==> config.mk <==
export PLATFORM = sky130hd
export DESIGN_NAME = clipped_alpha_blit_top_flat
export DESIGN_NICKNAME = d
export VERILOG_FILES = /design/src/hw/rtl/cab_pkg.sv /design/src/hw/rtl/cab_pixel_if.sv /design/src/hw/rtl/cab_result_if.sv /design/src/hw/rtl/cab_counter.sv /design/src/hw/rtl/cab_clip.sv /design/src/hw/rtl/cab_blend.sv /design/src/hw/rtl/clipped_alpha_blit_top.sv /design/src/flat_wrapper.sv
export SDC_FILE = /design/constraint.sdc
export NUM_CORES = 1
export LEC_CHECK = 0
export ABC_AREA = 1
export BUFFER_PORTS_ARGS = -buffer_cell sky130_fd_sc_hd__buf_2
export CORE_ASPECT_RATIO = 1.5
export CORE_UTILIZATION = 65
export CTS_CLUSTER_SIZE = 25
export DETAILED_ROUTE_END_ITERATION = 16
export PLACE_DENSITY = 0.84
export SKIP_CTS_REPAIR_TIMING = 1
export SLEW_MARGIN = 30
export SYNTH_ARGS = -nofsm -noshare
export SYNTH_HDL_FRONTEND = slang
export SYNTH_HIERARCHICAL = 1
export SYNTH_SLANG_ARGS = --single-unit
==> constraint.sdc <==
create_clock -name clk -period 21.6 [get_ports clk]
set_input_delay 2.16 -clock clk [delete_from_list [all_inputs] [get_ports clk]]
set_output_delay 2.16 -clock clk [all_outputs]
set_load 0.02 [all_outputs]
==> src/hw/rtl/cab_pkg.sv <==
// ----------------------------------------------------------------------------
// cab_pkg: shared definitions for the clipped alpha blit
// Register indexes, reset values, size limits and the flag struct.
// ----------------------------------------------------------------------------
`default_nettype none

package cab_pkg;

  // Configuration register width and index width
  localparam int CFG_W     = 13;
  localparam int CFG_IDX_W = 3;

  // Register indexes
  localparam logic [CFG_IDX_W-1:0] CFG_SCREEN_WIDTH  = 3'd0;
  localparam logic [CFG_IDX_W-1:0] CFG_SCREEN_HEIGHT = 3'd1;
  localparam logic [CFG_IDX_W-1:0] CFG_SPRITE_WIDTH  = 3'd2;
  localparam logic [CFG_IDX_W-1:0] CFG_SPRITE_HEIGHT = 3'd3;
  localparam logic [CFG_IDX_W-1:0] CFG_POS_X         = 3'd4;
  localparam logic [CFG_IDX_W-1:0] CFG_POS_Y         = 3'd5;

  // Register reset values
  localparam logic [CFG_W-1:0] SCREEN_WIDTH_RST  = 13'd640;
  localparam logic [CFG_W-1:0] SCREEN_HEIGHT_RST = 13'd480;
  localparam logic [CFG_W-1:0] SPRITE_WIDTH_RST  = 13'd64;
  localparam logic [CFG_W-1:0] SPRITE_HEIGHT_RST = 13'd64;
  localparam logic [CFG_W-1:0] POS_RST           = 13'd0;

  // Default size limits
  localparam int MAX_WIDTH_DEF  = 4096;
  localparam int MAX_HEIGHT_DEF = 4096;

  // Pixel formats
  localparam int CHAN_W = 8;
  localparam int ADDR_W = 24;
  localparam logic [CHAN_W-1:0] ALPHA_OPAQUE = 8'd255;

  // Per-pixel write decision, clip stage to blend stage
  typedef struct packed {
    logic in_clip;
    logic write_enable;
    logic write_alpha;
  } clip_t;

  // Sprite counter status
  typedef struct packed {
    logic last_col;
    logic last_row;
  } cnt_status_t;

endpackage

`default_nettype wire

==> src/hw/rtl/cab_pixel_if.sv <==
// ----------------------------------------------------------------------------
// cab_pixel_if: input pixel channel
// Sprite RGBA plus framebuffer RGB for one pixel, valid/ready handshake.
// ----------------------------------------------------------------------------
`default_nettype none

interface cab_pixel_if
  import cab_pkg::*;
();
  logic              valid;
  logic              ready;
  logic [CHAN_W-1:0] src_red;
  logic [CHAN_W-1:0] src_green;
  logic [CHAN_W-1:0] src_blue;
  logic [CHAN_W-1:0] src_alpha;
  logic [CHAN_W-1:0] dst_red;
  logic [CHAN_W-1:0] dst_green;
  logic [CHAN_W-1:0] dst_blue;

  modport source (
    output valid, src_red, src_green, src_blue, src_alpha,
           dst_red, dst_green, dst_blue,
    input  ready
  );

  modport sink (
    input  valid, src_red, src_green, src_blue, src_alpha,
           dst_red, dst_green, dst_blue,
    output ready
  );
endinterface

`default_nettype wire

==> src/hw/rtl/cab_result_if.sv <==
// ----------------------------------------------------------------------------
// cab_result_if: output result channel
// Screen address, color and write flags for one pixel, valid/ready handshake.
// ----------------------------------------------------------------------------
`default_nettype none

interface cab_result_if
  import cab_pkg::*;
();
  logic              valid;
  logic              ready;
  logic [ADDR_W-1:0] pixel_address;
  logic [CHAN_W-1:0] out_red;
  logic [CHAN_W-1:0] out_green;
  logic [CHAN_W-1:0] out_blue;
  logic              write_enable;
  logic              write_alpha;
  logic              last_pixel;

  modport source (
    output valid, pixel_address, out_red, out_green, out_blue,
           write_enable, write_alpha, last_pixel,
    input  ready
  );

  modport sink (
    input  valid, pixel_address, out_red, out_green, out_blue,
           write_enable, write_alpha, last_pixel,
    output ready
  );
endinterface

`default_nettype wire

==> src/hw/rtl/cab_counter.sv <==
// ----------------------------------------------------------------------------
// cab_counter: sprite raster counters
// Column and row counters that advance once per accepted item and wrap at
// the clamped sprite size.
// ----------------------------------------------------------------------------
`default_nettype none

module cab_counter
  import cab_pkg::*;
#(
  parameter int MAX_WIDTH  = MAX_WIDTH_DEF,
  parameter int MAX_HEIGHT = MAX_HEIGHT_DEF
) (
  input  wire logic                          clk,
  input  wire logic                          rst,
  input  wire logic                          advance,
  input  wire logic [CFG_W-1:0]              sprite_width,
  input  wire logic [CFG_W-1:0]              sprite_height,
  output logic [$clog2(MAX_WIDTH)-1:0]       col,
  output logic [$clog2(MAX_HEIGHT)-1:0]      row,
  output cnt_status_t                        status
);

  localparam int CW = $clog2(MAX_WIDTH);
  localparam int RW = $clog2(MAX_HEIGHT);
  localparam int ZW = (CFG_W > CW + 1) ? CFG_W : CW + 1;
  localparam int ZH = (CFG_W > RW + 1) ? CFG_W : RW + 1;

  logic [ZW-1:0] pw;
  logic [ZH-1:0] ph;
  logic [ZW-1:0] pw_ext;
  logic [ZH-1:0] ph_ext;

  // Sprite size clamped to [1, max]
  always_comb begin
    pw_ext = ZW'(sprite_width);
    ph_ext = ZH'(sprite_height);
    if (pw_ext == '0) begin
      pw = ZW'(1);
    end else if (pw_ext > ZW'(MAX_WIDTH)) begin
      pw = ZW'(MAX_WIDTH);
    end else begin
      pw = pw_ext;
    end
    if (ph_ext == '0) begin
      ph = ZH'(1);
    end else if (ph_ext > ZH'(MAX_HEIGHT)) begin
      ph = ZH'(MAX_HEIGHT);
    end else begin
      ph = ph_ext;
    end
  end

  // At or past the last value counts as last (size may shrink mid-sprite)
  assign status.last_col = ZW'(col) >= (pw - ZW'(1));
  assign status.last_row = ZH'(row) >= (ph - ZH'(1));

  always_ff @(posedge clk) begin
    if (rst) begin
      col <= '0;
      row <= '0;
    end else if (advance) begin
      if (status.last_col) begin
        col <= '0;
        row <= status.last_row ? '0 : row + RW'(1);
      end else begin
        col <= col + CW'(1);
      end
    end
  end

  // Column wraps after the last column
  a_col_wrap: assert property (@(posedge clk) disable iff (rst)
    advance && status.last_col |=> col == '0)
    else $error("column did not wrap");

  // Row holds while the column is mid-row
  a_row_hold: assert property (@(posedge clk) disable iff (rst)
    advance && !status.last_col |=> row == $past(row) && col == $past(col) + CW'(1))
    else $error("counter stepped wrongly mid-row");

  // Both counters wrap after the final pixel
  a_row_wrap: assert property (@(posedge clk) disable iff (rst)
    advance && status.last_col && status.last_row |=> row == '0 && col == '0)
    else $error("row did not wrap");

endmodule

`default_nettype wire

==> src/hw/rtl/cab_clip.sv <==
// ----------------------------------------------------------------------------
// cab_clip: screen clip and address
// Places the sprite pixel on the screen, tests it against the screen
// rectangle and forms the linear framebuffer address.
// ----------------------------------------------------------------------------
`default_nettype none

module cab_clip
  import cab_pkg::*;
#(
  parameter int MAX_WIDTH  = MAX_WIDTH_DEF,
  parameter int MAX_HEIGHT = MAX_HEIGHT_DEF
) (
  input  wire logic [CFG_W-1:0]              screen_width,
  input  wire logic [CFG_W-1:0]              screen_height,
  input  wire logic signed [CFG_W-1:0]       pos_x,
  input  wire logic signed [CFG_W-1:0]       pos_y,
  input  wire logic [$clog2(MAX_WIDTH)-1:0]  col,
  input  wire logic [$clog2(MAX_HEIGHT)-1:0] row,
  input  wire logic [CHAN_W-1:0]             alpha,
  output clip_t                              flags,
  output logic [ADDR_W-1:0]                  addr
);

  localparam int CW = $clog2(MAX_WIDTH);
  localparam int RW = $clog2(MAX_HEIGHT);
  localparam int ZW = (CFG_W > CW + 1) ? CFG_W : CW + 1;
  localparam int ZH = (CFG_W > RW + 1) ? CFG_W : RW + 1;
  localparam int PW = ZW + ZH;

  logic signed [ZW:0] x;
  logic signed [ZH:0] y;
  logic [ZW-1:0]      sw;
  logic [ZH-1:0]      sh;
  logic [ZW-1:0]      sw_ext;
  logic [ZH-1:0]      sh_ext;
  logic [PW-1:0]      row_base;

  // Screen size saturated to the maximum
  always_comb begin
    sw_ext = ZW'(screen_width);
    sh_ext = ZH'(screen_height);
    sw = (sw_ext > ZW'(MAX_WIDTH))  ? ZW'(MAX_WIDTH)  : sw_ext;
    sh = (sh_ext > ZH'(MAX_HEIGHT)) ? ZH'(MAX_HEIGHT) : sh_ext;
  end

  // Screen coordinate, one bit wider than any magnitude for the sign
  assign x = (ZW + 1)'(pos_x) + $signed({1'b0, ZW'(col)});
  assign y = (ZH + 1)'(pos_y) + $signed({1'b0, ZH'(row)});

  always_comb begin
    flags.in_clip      = !x[ZW] && !y[ZH] && (x[ZW-1:0] < sw) && (y[ZH-1:0] < sh);
    flags.write_enable = flags.in_clip && (alpha != '0);
    flags.write_alpha  = flags.write_enable && (alpha == ALPHA_OPAQUE);
  end

  // Linear address, masked to the address width
  assign row_base = PW'(y[ZH-1:0]) * PW'(sw);

  always_comb begin
    if (flags.in_clip) begin
      addr = ADDR_W'(row_base + PW'(x[ZW-1:0]));
    end else begin
      addr = '0;
    end
  end

endmodule

`default_nettype wire

==> src/hw/rtl/cab_blend.sv <==
// ----------------------------------------------------------------------------
// cab_blend: one color channel
// Keeps dest, copies source or blends dest + (alpha*(src-dest)) >>> 8.
// ----------------------------------------------------------------------------
`default_nettype none

module cab_blend
  import cab_pkg::*;
(
  input  wire logic [CHAN_W-1:0] src,
  input  wire logic [CHAN_W-1:0] dst,
  input  wire logic [CHAN_W-1:0] alpha,
  input  wire clip_t             flags,
  output logic [CHAN_W-1:0]      result
);

  logic signed [CHAN_W:0]       diff;
  logic signed [2*CHAN_W+1:0]   prod;
  logic signed [2*CHAN_W+1:0]   quot;
  logic [CHAN_W-1:0]            mixed;

  // Signed difference times alpha, floor division by 256
  assign diff  = $signed({1'b0, src}) - $signed({1'b0, dst});
  assign prod  = $signed({1'b0, alpha}) * diff;
  assign quot  = prod >>> CHAN_W;
  assign mixed = dst + quot[CHAN_W-1:0];

  always_comb begin
    if (!flags.write_enable) begin
      result = dst;
    end else if (flags.write_alpha) begin
      result = src;
    end else begin
      result = mixed;
    end
  end

endmodule

`default_nettype wire

==> src/hw/rtl/clipped_alpha_blit_top.sv <==
// ----------------------------------------------------------------------------
// clipped_alpha_blit_top: clipped alpha blit of a sprite onto a framebuffer
// Stages: input register, then clip/address/blend logic into the result
//   register.
// Throughput: one item per cycle; both stages move whenever the result
//   register is empty or being taken.
// Reset: clears counters, stage valids and loads the register defaults.
// ----------------------------------------------------------------------------
`default_nettype none

module clipped_alpha_blit_top
  import cab_pkg::*;
#(
  parameter int MAX_WIDTH  = MAX_WIDTH_DEF,
  parameter int MAX_HEIGHT = MAX_HEIGHT_DEF
) (
  input  wire logic                 clk,
  input  wire logic                 rst,
  cab_pixel_if.sink                 pixel,
  cab_result_if.source              result,
  input  wire logic                 cfg_we,
  input  wire logic [CFG_IDX_W-1:0] cfg_index,
  input  wire logic [CFG_W-1:0]     cfg_data
);

  localparam int CW = $clog2(MAX_WIDTH);
  localparam int RW = $clog2(MAX_HEIGHT);

  // Configuration registers
  logic [CFG_W-1:0]        screen_width;
  logic [CFG_W-1:0]        screen_height;
  logic [CFG_W-1:0]        sprite_width;
  logic [CFG_W-1:0]        sprite_height;
  logic signed [CFG_W-1:0] pos_x;
  logic signed [CFG_W-1:0] pos_y;

  always_ff @(posedge clk) begin
    if (rst) begin
      screen_width  <= SCREEN_WIDTH_RST;
      screen_height <= SCREEN_HEIGHT_RST;
      sprite_width  <= SPRITE_WIDTH_RST;
      sprite_height <= SPRITE_HEIGHT_RST;
      pos_x         <= POS_RST;
      pos_y         <= POS_RST;
    end else if (cfg_we) begin
      case (cfg_index)
        CFG_SCREEN_WIDTH:  screen_width  <= cfg_data;
        CFG_SCREEN_HEIGHT: screen_height <= cfg_data;
        CFG_SPRITE_WIDTH:  sprite_width  <= cfg_data;
        CFG_SPRITE_HEIGHT: sprite_height <= cfg_data;
        CFG_POS_X:         pos_x         <= cfg_data;
        CFG_POS_Y:         pos_y         <= cfg_data;
        default:           ;
      endcase
    end
  end

  // Handshake
  logic s1_valid;
  logic out_valid;
  logic advance;
  logic accept;

  assign advance     = !out_valid || result.ready;
  assign pixel.ready = !s1_valid || advance;
  assign accept      = pixel.valid && pixel.ready;

  // Sprite counters
  logic [CW-1:0] col;
  logic [RW-1:0] row;
  cnt_status_t   status;

  cab_counter #(
    .MAX_WIDTH  (MAX_WIDTH),
    .MAX_HEIGHT (MAX_HEIGHT)
  ) u_counter (
    .clk           (clk),
    .rst           (rst),
    .advance       (accept),
    .sprite_width  (sprite_width),
    .sprite_height (sprite_height),
    .col           (col),
    .row           (row),
    .status        (status)
  );

  // Input register: item plus counter snapshot
  logic [CHAN_W-1:0] s1_src_red, s1_src_green, s1_src_blue, s1_src_alpha;
  logic [CHAN_W-1:0] s1_dst_red, s1_dst_green, s1_dst_blue;
  logic [CW-1:0]     s1_col;
  logic [RW-1:0]     s1_row;
  logic              s1_last;

  always_ff @(posedge clk) begin
    if (rst) begin
      s1_valid <= 1'b0;
    end else if (pixel.ready) begin
      s1_valid <= pixel.valid;
    end
    if (accept) begin
      s1_src_red   <= pixel.src_red;
      s1_src_green <= pixel.src_green;
      s1_src_blue  <= pixel.src_blue;
      s1_src_alpha <= pixel.src_alpha;
      s1_dst_red   <= pixel.dst_red;
      s1_dst_green <= pixel.dst_green;
      s1_dst_blue  <= pixel.dst_blue;
      s1_col       <= col;
      s1_row       <= row;
      s1_last      <= status.last_col && status.last_row;
    end
  end

  // Clip and address
  clip_t             flags;
  logic [ADDR_W-1:0] addr_next;

  cab_clip #(
    .MAX_WIDTH  (MAX_WIDTH),
    .MAX_HEIGHT (MAX_HEIGHT)
  ) u_clip (
    .screen_width  (screen_width),
    .screen_height (screen_height),
    .pos_x         (pos_x),
    .pos_y         (pos_y),
    .col           (s1_col),
    .row           (s1_row),
    .alpha         (s1_src_alpha),
    .flags         (flags),
    .addr          (addr_next)
  );

  // Per-channel blend
  logic [CHAN_W-1:0] red_next, green_next, blue_next;

  cab_blend u_blend_red (
    .src (s1_src_red), .dst (s1_dst_red), .alpha (s1_src_alpha),
    .flags (flags), .result (red_next)
  );

  cab_blend u_blend_green (
    .src (s1_src_green), .dst (s1_dst_green), .alpha (s1_src_alpha),
    .flags (flags), .result (green_next)
  );

  cab_blend u_blend_blue (
    .src (s1_src_blue), .dst (s1_dst_blue), .alpha (s1_src_alpha),
    .flags (flags), .result (blue_next)
  );

  // Result register
  logic [ADDR_W-1:0] out_address;
  logic [CHAN_W-1:0] out_red, out_green, out_blue;
  logic              out_we, out_wa, out_last;

  always_ff @(posedge clk) begin
    if (rst) begin
      out_valid <= 1'b0;
    end else if (advance) begin
      out_valid <= s1_valid;
    end
    if (advance && s1_valid) begin
      out_address <= addr_next;
      out_red     <= red_next;
      out_green   <= green_next;
      out_blue    <= blue_next;
      out_we      <= flags.write_enable;
      out_wa      <= flags.write_alpha;
      out_last    <= s1_last;
    end
  end

  assign result.valid         = out_valid;
  assign result.pixel_address = out_address;
  assign result.out_red       = out_red;
  assign result.out_green     = out_green;
  assign result.out_blue      = out_blue;
  assign result.write_enable  = out_we;
  assign result.write_alpha   = out_wa;
  assign result.last_pixel    = out_last;

  // Alpha byte is only written along with the color
  a_wa_needs_we: assert property (@(posedge clk) disable iff (rst)
    out_valid && out_wa |-> out_we)
    else $error("write_alpha without write_enable");

  // Full pipe with a stalled output takes no new item
  a_full_stall: assert property (@(posedge clk) disable iff (rst)
    s1_valid && out_valid && !result.ready |-> !pixel.ready)
    else $error("item accepted into a full pipe");

  // A held item in the input register is not dropped
  a_s1_hold: assert property (@(posedge clk) disable iff (rst)
    s1_valid && !advance |=> s1_valid)
    else $error("input register item lost");

endmodule

`default_nettype wire
==> src/flat_wrapper.sv <==
// flat-port wrapper written by rule: the top's interface ports become plain ports
module clipped_alpha_blit_top_flat import cab_pkg::*;
#(
  parameter int MAX_WIDTH  = MAX_WIDTH_DEF,
  parameter int MAX_HEIGHT = MAX_HEIGHT_DEF
)
  (clk, rst, cfg_we, cfg_index, cfg_data, pixel_valid, pixel_src_red, pixel_src_green, pixel_src_blue, pixel_src_alpha, pixel_dst_red, pixel_dst_green, pixel_dst_blue, pixel_ready, result_valid, result_pixel_address, result_out_red, result_out_green, result_out_blue, result_write_enable, result_write_alpha, result_last_pixel, result_ready);
  cab_pixel_if pixel_i ();
  cab_result_if result_i ();
  input  wire logic clk;
  input  wire logic rst;
  input  wire logic cfg_we;
  input  wire logic [CFG_IDX_W-1:0] cfg_index;
  input  wire logic [CFG_W-1:0] cfg_data;
  input wire logic [$bits(pixel_i.valid)-1:0] pixel_valid;
  input wire logic [$bits(pixel_i.src_red)-1:0] pixel_src_red;
  input wire logic [$bits(pixel_i.src_green)-1:0] pixel_src_green;
  input wire logic [$bits(pixel_i.src_blue)-1:0] pixel_src_blue;
  input wire logic [$bits(pixel_i.src_alpha)-1:0] pixel_src_alpha;
  input wire logic [$bits(pixel_i.dst_red)-1:0] pixel_dst_red;
  input wire logic [$bits(pixel_i.dst_green)-1:0] pixel_dst_green;
  input wire logic [$bits(pixel_i.dst_blue)-1:0] pixel_dst_blue;
  output wire logic [$bits(pixel_i.ready)-1:0] pixel_ready;
  output wire logic [$bits(result_i.valid)-1:0] result_valid;
  output wire logic [$bits(result_i.pixel_address)-1:0] result_pixel_address;
  output wire logic [$bits(result_i.out_red)-1:0] result_out_red;
  output wire logic [$bits(result_i.out_green)-1:0] result_out_green;
  output wire logic [$bits(result_i.out_blue)-1:0] result_out_blue;
  output wire logic [$bits(result_i.write_enable)-1:0] result_write_enable;
  output wire logic [$bits(result_i.write_alpha)-1:0] result_write_alpha;
  output wire logic [$bits(result_i.last_pixel)-1:0] result_last_pixel;
  input wire logic [$bits(result_i.ready)-1:0] result_ready;
  assign pixel_i.valid = pixel_valid;
  assign pixel_i.src_red = pixel_src_red;
  assign pixel_i.src_green = pixel_src_green;
  assign pixel_i.src_blue = pixel_src_blue;
  assign pixel_i.src_alpha = pixel_src_alpha;
  assign pixel_i.dst_red = pixel_dst_red;
  assign pixel_i.dst_green = pixel_dst_green;
  assign pixel_i.dst_blue = pixel_dst_blue;
  assign pixel_ready = pixel_i.ready;
  assign result_valid = result_i.valid;
  assign result_pixel_address = result_i.pixel_address;
  assign result_out_red = result_i.out_red;
  assign result_out_green = result_i.out_green;
  assign result_out_blue = result_i.out_blue;
  assign result_write_enable = result_i.write_enable;
  assign result_write_alpha = result_i.write_alpha;
  assign result_last_pixel = result_i.last_pixel;
  assign result_i.ready = result_ready;
  clipped_alpha_blit_top #(.MAX_WIDTH(MAX_WIDTH), .MAX_HEIGHT(MAX_HEIGHT)) u_core (.clk(clk), .rst(rst), .pixel(pixel_i), .result(result_i), .cfg_we(cfg_we), .cfg_index(cfg_index), .cfg_data(cfg_data));
endmodule
==> flow_metrics.env <==
export IMPL_holdCritStartpoint="u_core/s1_last"
export IMPL_clkTransAtPathRegs_ns=0.06
export IMPL_yosys_area_top_type="fa_1"
export IMPL_insertion_delay_ns=0.57
export IMPL_final_util_pct=70.89
export IMPL_cp_slowest_cell="xnor2_1"
export IMPL_regArea_mm2=0.006046
export IMPL_critical_path_class="flop to flop"
export IMPL_reg2reg_depth=35
export IMPL_cts_buffers_inserted=25
export IMPL_cts_tree="built"
export IMPL_htreeDepth=1
export IMPL_tightest_slew_ns=0.9942
export IMPL_hold_path_class="flop to flop"
export IMPL_firstDrtPassIters=6
export IMPL_yosysUniqueCellTypes=55
export IMPL_cp_slowest_stage_delay_ns=0.73
export IMPL_fp_row_count=91
export IMPL_cp_required_ns=21.92
export IMPL_synth_edf_count=132
export IMPL_grt_pass1_wl_um=107900
export IMPL_dp_hpwl_um=51720
export IMPL_timing_rr_end="u_core/result.out_red[7]"
export IMPL_cp_top_family="adder cells"
export IMPL_fill_cells=3239
export IMPL_clock_path_buffers=3
export IMPL_final_net_count=4204
export IMPL_timing_rr_start="u_core/s1_dst_red[2]"
export IMPL_finClkSkew_ns=0.01405
export IMPL_drv_cap=0
export IMPL_port_buffers=129
export IMPL_syn_nets=4089
export IMPL_synth_yosys_seq_area_share_pct=22.27
export IMPL_die_area_mm2=0.04261
export IMPL_wl_um=66200
export IMPL_wl_per_cell_um=16.08
export IMPL_rsz0062_at_grt="no"
export IMPL_num_antenna_cells=0
export IMPL_max_freq_mhz=135.1
export IMPL_syn_cell_area_mm2=0.02715
export IMPL_grt_antenna_before_repair=0
export IMPL_multi_input_area_mm2=0.01850
export IMPL_grt_use_total_pct=31.73
export IMPL_relSlewSlack_pct=33.48
export IMPL_drt_iter0_drc=1535
export IMPL_hold_path_end="u_core/result.last_pixel"
export IMPL_root_buffer="clkbuf_16"
export IMPL_setup_viol=0
export IMPL_min_period_over_period_pct=34.27
export IMPL_ys_seq_elements=236
export IMPL_grt_pass1_vias=23170
export IMPL_ys_flop_type="edfxtp_1"
export IMPL_vias=22830
export IMPL_yosysMostFrequentCell="nand2_1"
export IMPL_clock_sinks=236
export IMPL_period_needed_ns=7.402
export IMPL_regToRegSetupSlack_ns=14.20
export IMPL_vias_per_cell=5.543
export IMPL_hold_depth=0
export IMPL_initial_utilization_pct=66.06
export IMPL_netlist_top_cells_area="fa_1 19%, ha_1 15%, edfxtp_1 15%"
export IMPL_synth_cells=3426
export IMPL_p_leak_nw=15.11
export IMPL_gp_congestion=0.9734
export IMPL_outcome="complete, no violations"
export IMPL_async_flop_share_pct=0
export IMPL_drc_errors=0
export IMPL_yosys_area_top_type_share_pct=19.39
export IMPL_cpMostUsedCell="nand2_1"
export IMPL_cp_max_fo=8
export IMPL_ir_worst_vdd_mv=0.3799
export IMPL_ios=130
export IMPL_avgSynthCellArea_um2=7.926
export IMPL_setup_tns_ns=0
export IMPL_power_per_cell_area_mw_per_mm2=157.2
export IMPL_drtAntennaViolNets=0
export IMPL_synth_commonest_cells="670 x nand2_1, 600 x inv_1, 532 x nor2_1, 323 x ha_1, 263 x fa_1"
export IMPL_core_mm2=0.04110
export IMPL_drv_slew=0
export IMPL_crit_path_start="u_core/s1_dst_red[2]"
export IMPL_syn2layout_area_growth_pct=7.303
export IMPL_cp_start_kind="flop"
export IMPL_hold_viol=0
export IMPL_holdWs_ns=0.4177
export IMPL_drive_gt1_share_pct=8.961
export IMPL_grt_ovfl_total=0
export IMPL_ys_warn_count=6
export IMPL_critPathBufInv=7
export IMPL_end_kind="flop"
export IMPL_dieWidth_um=168.9
export IMPL_die_y_um=252.3
export IMPL_grt_max_degree=84
export IMPL_worstPathArrival_ns=7.72
-- worst reg2reg max path, delay by kind of cell, from the launching register on --
family          cells  cell delay [ns]
simple gates       14             1.35
compound gates      4             0.56
buf+inv             7             0.43
xor+xnor            2             0.95
fa+ha+maj           8             3.42
flops               1             0.45
-- cell usage in the layout, fill, tap and decap left out, types with 4 or more instances in the layout --
cell,n
a21o_1,7
a21oi_1,133
a21oi_2,6
a22oi_1,4
a31o_2,4
a31oi_1,6
buf_2,129
buf_4,7
clkbuf_16,26
clkinv_1,9
dfxtp_1,104
edfxtp_1,132
fa_1,263
ha_1,323
inv_1,599
inv_2,24
nand2_1,670
nand2_2,16
nand3_1,173
nand3_2,10
nand3b_1,7
nand4_1,29
nor2_1,530
nor2_2,34
nor3_1,13
nor4_1,9
o211ai_1,5
o21ai_0,68
o21ai_1,5
o21ai_2,10
o21bai_1,5
o22ai_1,10
or2_1,15
or2_2,8
xnor2_1,57
xnor2_2,5
xor2_1,55
xor2_2,6
-- metrics by stage --
step / worst slack, ns / std cells / total power, mW / area (µm²)
after floorplan: 14.84 / 3426 / 3.351 / 27150
after global placement: 14.43 / 4072 / 4.024 / 28310
after detailed placement: 14.26 / 4072 / 4.109 / 28320
after CTS: 14.25 / 4118 / 4.567 / 29140
after global routing: 13.66 / 4118 / 5.093 / 29140
final: 14.20 / 4118 / 4.580 / 29140
-- how the worst max path moves through the flow --
stage | end | depth (start not counted)
after CTS | u_core/result.out_blue[7] | 41
after global placement | u_core/result.out_red[7] | 39
final | u_core/result.out_red[7] | 35
after floorplan | u_core/result.out_blue[7] | 41
after global routing | u_core/result.out_blue[7] | 41
after detailed placement | u_core/result.out_blue[7] | 41
-- power breakdown --
| group | total, mW | leakage, nW | switching, mW | internal, mW |
|---|---|---|---|---|
| combinational | 3.59 | 12.6 | 2.16 | 1.43 |
| clock | 0.432 | 0.397 | 0.198 | 0.235 |
| sequential | 0.553 | 2.14 | 0.0208 | 0.532 |
-- final cells by class --
cell class              instances  area share [%]
well taps                     558           2.396
multi-input cells            2510           63.48
inverters                     631           8.133
repair buffers                137           2.435
flip-flops and latches        236           20.75
clock buffers                  31           2.400
clock inverters                15          0.4080
-- registers in the layout, summed over array words and instances, names as in the netlist, 8 cells and up --
register / count
u_core/s1_dst_blue: 8
u_core/u_counter/row: 12
u_core/sprite_height: 13
u_core/result.out_blue: 8
u_core/s1_src_blue: 8
u_core/screen_height: 13
u_core/pos_y: 13
u_core/s1_row: 12
u_core/result.out_red: 8
u_core/s1_src_alpha: 8
u_core/s1_dst_green: 8
u_core/s1_dst_red: 8
u_core/result.pixel_address: 24
u_core/pos_x: 13
u_core/sprite_width: 13
u_core/s1_src_red: 8
u_core/s1_src_green: 8
u_core/result.out_green: 8
u_core/s1_col: 12
u_core/u_counter/col: 12
u_core/screen_width: 13
-- kinds of logic after synthesis --
kind of cell    Yosys count  share of synthesized area, %
xor+xnor                123                         4.271
fa+ha+maj               586                         34.27
buf+inv                 680                         9.681
simple gates           1525                         23.60
flops                   236                         22.27
compound gates          276                         5.907
-- per-layer routing --
metal | track usage, % | part of all wire [%]
met4 | 19.09 | 6.2
met3 | 3.257 | 5.5
met2 | 59.00 | 51
met5 | 0 | 0
met1 | 34.49 | 37
Note: power is estimated with default switching activity, not from simulation.
